## src/hw/rtl/assert_macros.svh

```systemverilog
// Assertion macros shared by the RTL files that check their own logic.
`ifndef ASSERT_MACROS_SVH
`define ASSERT_MACROS_SVH

// Check an implication on every rising clk edge outside reset.
`define ASSERT_CLK(label, prop, msg) \
    label: assert property (@(posedge clk) disable iff (!rst_n) (prop)) else $error(msg);

// Check that a condition never holds on a rising clk edge outside reset.
`define ASSERT_NEVER(label, cond, msg) \
    label: assert property (@(posedge clk) disable iff (!rst_n) !(cond)) else $error(msg);

`endif

```

## src/hw/rtl/rtb_pkg.sv

```systemverilog
// Types and constants for the reload timer bank.
package rtb_pkg;

    localparam int MAX_CHANNELS = 16;
    localparam int CNT_W        = 32;
    localparam int CH_W         = 4;
    localparam int ALLOC_W      = 5;

    typedef enum logic [2:0] {
        OP_ALLOC   = 3'd0,
        OP_ENABLE  = 3'd1,
        OP_DISABLE = 3'd2,
        OP_UPDATE  = 3'd3,
        OP_TICK    = 3'd4
    } rtb_op_t;

    // Command that walks the cell chain, one cell per cycle.
    typedef struct packed {
        logic [2:0]              op;
        logic [CH_W-1:0]         channel;
        logic [CNT_W-1:0]        count_value;
        logic                    alloc_load;
        logic                    alloc_ok;
        logic [CH_W-1:0]         alloc_idx;
        logic [MAX_CHANNELS-1:0] mask;
    } rtb_token_t;

endpackage

```

## src/hw/rtl/rtb_cell.sv

```systemverilog
// One timer channel: counter, reload value and enable, applying the passing command.
module rtb_cell #(
    parameter int IDX = 0
) (
    input  logic                clk,
    input  logic                rst_n,
    input  logic                tok_in_valid,
    input  rtb_pkg::rtb_token_t tok_in,
    output logic                tok_out_valid,
    output rtb_pkg::rtb_token_t tok_out
);

    logic [rtb_pkg::CNT_W-1:0] counter_reg, counter_next;
    logic [rtb_pkg::CNT_W-1:0] reload_reg, reload_next;
    logic                      enable_reg, enable_next;
    logic                      tok_valid_reg;
    rtb_pkg::rtb_token_t       tok_reg, tok_next;
    logic [rtb_pkg::CNT_W-1:0] dec;
    logic                      hit_ch;

    assign dec    = counter_reg - rtb_pkg::CNT_W'(1);
    assign hit_ch = (tok_in.channel == rtb_pkg::CH_W'(IDX));

    always_comb
    begin
        counter_next = counter_reg;
        reload_next  = reload_reg;
        enable_next  = enable_reg;
        tok_next     = tok_in;
        if (tok_in_valid)
        begin
            case (tok_in.op)
                rtb_pkg::OP_ALLOC:
                begin
                    if (tok_in.alloc_load && (tok_in.alloc_idx == rtb_pkg::CH_W'(IDX)))
                    begin
                        counter_next = tok_in.count_value;
                        reload_next  = tok_in.count_value;
                    end
                end
                rtb_pkg::OP_ENABLE:
                begin
                    if (hit_ch)
                        enable_next = 1'b1;
                end
                rtb_pkg::OP_DISABLE:
                begin
                    if (hit_ch)
                        enable_next = 1'b0;
                end
                rtb_pkg::OP_UPDATE:
                begin
                    if (hit_ch)
                    begin
                        counter_next = tok_in.count_value;
                        reload_next  = tok_in.count_value;
                    end
                end
                rtb_pkg::OP_TICK:
                begin
                    if (enable_reg)
                    begin
                        if (dec == '0)
                        begin
                            // expire: restore the period and flag this channel
                            counter_next = reload_reg;
                            tok_next.mask = tok_in.mask
                                | (rtb_pkg::MAX_CHANNELS'(1) << IDX);
                        end
                        else
                            counter_next = dec;
                    end
                end
                default:
                begin
                end
            endcase
        end
    end

    always_ff @(posedge clk or negedge rst_n)
    begin
        if (!rst_n)
        begin
            counter_reg   <= '0;
            reload_reg    <= '0;
            enable_reg    <= 1'b0;
            tok_valid_reg <= 1'b0;
        end
        else
        begin
            counter_reg   <= counter_next;
            reload_reg    <= reload_next;
            enable_reg    <= enable_next;
            tok_valid_reg <= tok_in_valid;
        end
    end

    always_ff @(posedge clk)
    begin
        tok_reg <= tok_next;
    end

    assign tok_out_valid = tok_valid_reg;
    assign tok_out       = tok_reg;

endmodule

```

## src/hw/rtl/reload_timer_bank_core.sv

```systemverilog
// Top level of the reload timer bank: request intake, cell chain and result register.
//
//  channel | signals                                            | accepted when
//  --------+----------------------------------------------------+--------------------------
//  req     | req_valid, req_ready, op, channel, count_value,    | req_valid && req_ready
//          | handler_present                                    |
//  rsp     | rsp_valid, rsp_ready, alloc_ok, alloc_channel,     | rsp_valid && rsp_ready
//          | expired_mask                                       |
//
// An item walks the chain of CHANNELS cells, one cell per cycle, then res_reg, and then
// the output register that drives rsp_valid; the chain holds one item at a time.
// A new item is taken once the previous result has moved into the output register,
// so the next item waits while one is in the chain or in res_reg; a stalled rsp holds that move.
// Reset clears all counters, reload values, enables and the allocation count.
module reload_timer_bank_core #(
    parameter int CHANNELS = 16
) (
    input  logic        clk,
    input  logic        rst_n,
    input  logic        req_valid,
    output logic        req_ready,
    input  logic [2:0]  op,
    input  logic [3:0]  channel,
    input  logic [31:0] count_value,
    input  logic        handler_present,
    output logic        rsp_valid,
    input  logic        rsp_ready,
    output logic        alloc_ok,
    output logic [3:0]  alloc_channel,
    output logic [15:0] expired_mask
);

    `include "assert_macros.svh"

    localparam logic [rtb_pkg::ALLOC_W-1:0] CH_LIMIT = rtb_pkg::ALLOC_W'(CHANNELS);

    logic                            tok_valid [CHANNELS+1];
    rtb_pkg::rtb_token_t             tok       [CHANNELS+1];
    rtb_pkg::rtb_token_t             head_tok;
    logic [CHANNELS-1:0]             chain_busy;
    logic [rtb_pkg::ALLOC_W-1:0]     alloc_cnt_reg, alloc_cnt_next;
    logic                            res_valid_reg, res_valid_next;
    rtb_pkg::rtb_token_t             res_reg;
    logic                            out_valid_reg, out_valid_next;
    logic                            out_ok_reg;
    logic [rtb_pkg::CH_W-1:0]        out_ch_reg;
    logic [rtb_pkg::MAX_CHANNELS-1:0] out_mask_reg;
    logic                            accept;
    logic                            has_free;
    logic                            out_load;

    assign has_free = (alloc_cnt_reg < CH_LIMIT);
    assign accept   = req_valid && req_ready;
    assign req_ready = !(|chain_busy) && !res_valid_reg;

    // build the command for the head of the chain
    always_comb
    begin
        head_tok.op          = op;
        head_tok.channel     = channel;
        head_tok.count_value = count_value;
        head_tok.alloc_load  = (op == rtb_pkg::OP_ALLOC) && has_free;
        head_tok.alloc_ok    = (op == rtb_pkg::OP_ALLOC) && has_free && handler_present;
        head_tok.alloc_idx   = alloc_cnt_reg[rtb_pkg::CH_W-1:0];
        head_tok.mask        = '0;
    end
    assign tok[0]       = head_tok;
    assign tok_valid[0] = accept;

    genvar gi;
    generate
        for (gi = 0; gi < CHANNELS; gi++)
        begin : g_cell
            rtb_cell #(.IDX(gi)) u_cell (
                .clk           (clk),
                .rst_n         (rst_n),
                .tok_in_valid  (tok_valid[gi]),
                .tok_in        (tok[gi]),
                .tok_out_valid (tok_valid[gi+1]),
                .tok_out       (tok[gi+1])
            );
            assign chain_busy[gi] = tok_valid[gi+1];
        end
    endgenerate

    assign out_load = res_valid_reg && (!out_valid_reg || rsp_ready);

    always_comb
    begin
        alloc_cnt_next = alloc_cnt_reg;
        if (accept && head_tok.alloc_ok)
            alloc_cnt_next = alloc_cnt_reg + rtb_pkg::ALLOC_W'(1);

        res_valid_next = res_valid_reg;
        if (tok_valid[CHANNELS])
            res_valid_next = 1'b1;
        else if (out_load)
            res_valid_next = 1'b0;

        out_valid_next = out_valid_reg;
        if (out_load)
            out_valid_next = 1'b1;
        else if (rsp_ready)
            out_valid_next = 1'b0;
    end

    always_ff @(posedge clk or negedge rst_n)
    begin
        if (!rst_n)
        begin
            alloc_cnt_reg <= '0;
            res_valid_reg <= 1'b0;
            out_valid_reg <= 1'b0;
        end
        else
        begin
            alloc_cnt_reg <= alloc_cnt_next;
            res_valid_reg <= res_valid_next;
            out_valid_reg <= out_valid_next;
        end
    end

    always_ff @(posedge clk)
    begin
        if (tok_valid[CHANNELS])
            res_reg <= tok[CHANNELS];
        if (out_load)
        begin
            out_ok_reg   <= res_reg.alloc_ok;
            out_ch_reg   <= res_reg.alloc_ok ? res_reg.alloc_idx : '0;
            out_mask_reg <= res_reg.mask;
        end
    end

    assign rsp_valid     = out_valid_reg;
    assign alloc_ok      = out_ok_reg;
    assign alloc_channel = out_ch_reg;
    assign expired_mask  = out_mask_reg;

    `ASSERT_CLK(a_one_item_in_chain, $onehot0(chain_busy), "more than one item in cell chain")
    `ASSERT_CLK(a_busy_after_accept, accept |=> !req_ready, "item accepted while chain busy")
    `ASSERT_NEVER(a_alloc_limit, alloc_cnt_reg > CH_LIMIT, "allocation count past channel count")

endmodule

```

## config.mk

```make
export PLATFORM = sky130hd
export DESIGN_NAME = reload_timer_bank_core
export DESIGN_NICKNAME = d
export VERILOG_FILES = /design/src/hw/rtl/rtb_pkg.sv /design/src/hw/rtl/rtb_cell.sv /design/src/hw/rtl/reload_timer_bank_core.sv
export VERILOG_INCLUDE_DIRS = /design/src /design/src/hw/rtl
export SDC_FILE = /design/constraint.sdc
export NUM_CORES = 2
export LEC_CHECK = 0
export BUFFER_PORTS_ARGS = -buffer_cell sky130_fd_sc_hd__clkbuf_2
export CAP_MARGIN = 0
export CORE_MARGIN = 2
export CORE_UTILIZATION = 46
export CTS_CLUSTER_SIZE = 40
export DETAILED_ROUTE_END_ITERATION = 16
export HOLD_SLACK_MARGIN = 0.05
export PLACE_DENSITY_LB_ADDON = 0.2
export SLEW_MARGIN = 20
export SYNTH_ARGS = -nofsm -noshare
export SYNTH_HDL_FRONTEND = slang
export SYNTH_HIERARCHICAL = 1
export SYNTH_SLANG_ARGS = --single-unit
```

## constraint.sdc

```tcl
create_clock -name clk -period 7.89 [get_ports clk]
set_clock_uncertainty 0.05 [all_clocks]
set_input_delay 0 -clock clk [delete_from_list [all_inputs] [get_ports clk]]
set_output_delay 0 -clock clk [all_outputs]
set_load 0.01 [all_outputs]
```

==> impl_metrics.ini <==
[clock_tree]
postCtsSetupRepairBufs = 0
cts_tree = done
clk_latency_ns = 0.85
clkSlewWorstSetupHoldPaths_ns = 0.06
cts-root-buf = sky130_fd_sc_hd__clkbuf_16
tritoncts.num_buffers = 208
cts.sink_count = 2041
cts_buffer_depth = 3
cts_max_level = 4

[cells_and_area]
post_route_cells_drive_above_1_share_pct = 12.8
final_util_pct = 52.0
flip_flop_count_of_the_largest_register_after_layout = 936
area_growth_syn_to_layout_pct = 12.4
nets = 8593

[global_route]
grt_pass1_vias = 63340
grt_overflow_total = 0
antenna_found_initial = 14
grt_start_max_net_pins = 159
global_route_wire_length_before_repair_um = 383000
grtUsageTotal_pct = 25.2

[route]
postRouteAntennaNets = 0
detailedRoute.firstPassIterationCount = 6
route.vias.total = 66502
post-route-drc-count = 0
wl_per_cell_um = 21.9
drt_first_iter_violations = 6139
routed_wirelength_um = 244000
post_drt_via_cell_ratio = 5.95

[power_and_ir_drop]
power_density_nw_per_um2 = 386
share_seq_of_total_power_pct = 43.2
pwr-share-comb_pct = 28.1
clockPowerShare_pct = 28.7
vdd.ir_drop.worst_mv = 0.229
static-leakage-power_uw = 0.0410
power_report.internal_total_uw = 23600
power.net_switching_uw = 13600
switching_share_pct = 36.5

[timing]
timing.setup.tns_ns = 0
report.final.hold_viol_count = 0
max_slew_margin_pct = 27.5
timing.final.setup_violations = 0
grt_setup_unrepaired = false
fin_crit_sh_pct = 59.6
max_slew.worst_pin.slew_ns = 1.09
achievable-frequency_mhz = 213
report.final.slew_viol_count = 0
min_period_ns = 4.70
fin_hold_ws_ns = 0.101

[floorplanning]
dieWidth_um = 436
die_area_um2 = 190000
ios = 67
initial_core_util_pct = 46.3
core_um2 = 185000
placementRows = 158
die_h_um = 436

[synth]
post_synth_instance_area_um2 = 85800
ys.warnings.count = 6
post_synth.cell_area_avg_um2 = 10.1
synthCells = 8526

[critical_path]
timing.setup.critical_path_class = reg2reg
timing.critical_path.required_ns = 8.61
critPathArrivalTime_ns = 5.42
critPathSlowestCell = sky130_fd_sc_hd__and3_1
worstPathCellList = inv_1 > ha_1 > or3b_1 > or4_1 > or3_1 > xor2_1 > o211ai_1 > nor4_4 > and3_1 > a21bo_2
critical-path-max-stage-delay_ns = 0.92
startpoint_type_of_the_worst_setup_path = flop
timing.critical_path.to_type = flop
crit_family = simple AND/OR/NAND/NOR gates
largest_fanout_of_any_net_on_the_critical_path = 24
critical_path.n_buffers_inverters = 1

[placement]
dp.final_hpwl_um = 168000
port_buffers = 66
gp_congestion = 0.912

[worst_hold_path]
hold_path.class = in2reg

[job]
cap_violations = 0

[status]
outcome = finished clean
==> tightest hold or removal path: cells and delay by family <==
kind / cells / cell delay (ns)
AOI/OAI and AO/OA: 1 / 0.16
and+or+nand+nor: 1 / 0.08
buffers and inverters: 2 / 0.69
==> placed cells by master, fill, tap and decap left out, drive strengths merged, types with 87 or more instances in the layout <==
cell type / instances
nor2: 431
a21oi: 236
nand4: 120
nor4: 221
inv: 224
a21o: 193
or4: 126
nand3: 290
mux2: 192
buf: 88
nand2: 1204
o21ai: 705
dfrtp: 1063
dlygate4sd3: 87
clkbuf: 356
nor3: 390
xnor2: 95
a31oi: 88
dfxtp: 936
or3: 188
==> cell type report <==
type	instances	area (µm²)
fillers	16589	88900
flip-flops and latches	2041	46600
multi-input cells	5824	36300
clock buffers	291	6340
well taps	2480	3100
repair buffers	240	1930
clock inverters	107	1330
inverters	201	754
diodes	1	2.50
==> routing by layer <==
layer | wire, µm | GRT usage (%) | share of wire, %
met1 | 112000 | 36.6 | 46
met2 | 111000 | 39.2 | 45
met3 | 14300 | 3.41 | 5.8
met4 | 7230 | 7.59 | 3.0
met5 | 16 | 0 | 0.0065
==> power groups by stage <==
stage / clock network [µW] / logic (µW) / registers, µW
finish: 10700 / 10400 / 16100
global placement: 0 / 10100 / 16100
floorplan: 0 / 8680 / 14700
detailed placement: 0 / 10200 / 16200
global route: 11300 / 11600 / 16500
CTS: 10900 / 10300 / 16000
==> timing repair <==
item	CTS	global route
hold buffers	88	0
endpoints found under the setup margin	0	0
hold endpoints to repair	315	0
resized for setup	0	0
==> path summary, 6_finish.rpt <==
path / slack, ns / cells past startpoint / end / startpoint
max reg2reg: 3.19 / 10 / g_cell[2].u_cell/counter_reg[23]$_DFFE_PN0P_ / g_cell[2].u_cell/counter_reg[0]$_DFFE_PN0P_
min: 0.10 / 4 / g_cell[0].u_cell/counter_reg[1]$_DFFE_PN0P_ / count_value[1]
max: 3.19 / 10 / g_cell[2].u_cell/counter_reg[23]$_DFFE_PN0P_ / g_cell[2].u_cell/counter_reg[0]$_DFFE_PN0P_
max in group asynchronous: 5.81 / 5 / g_cell[3].u_cell/counter_reg[20]$_DFFE_PN0P_ / rst_n
min in group asynchronous: 0.52 / 4 / g_cell[10].u_cell/reload_reg[24]$_DFFE_PN0P_ / rst_n
min reg2reg: 0.23 / 0 / g_cell[2].u_cell/tok_out[6]$_DFF_P_ / g_cell[1].u_cell/tok_out[6]$_DFF_P_
==> through the flow <==
step | instances | setup WS, ns | total power [µW] | cell area (µm²)
6_report | 11185 | 3.19 | 37200 | 96400
5_1_grt | 11184 | 2.83 | 39400 | 96300
4_1_cts | 11184 | 3.25 | 37200 | 96300
3_5_place_dp | 10698 | 3.23 | 26400 | 87800
3_3_place_gp | 10697 | 3.24 | 26200 | 87700
2_1_floorplan | 8541 | 4.34 | 23400 | 85800
Power figures use the tool's default switching activity.
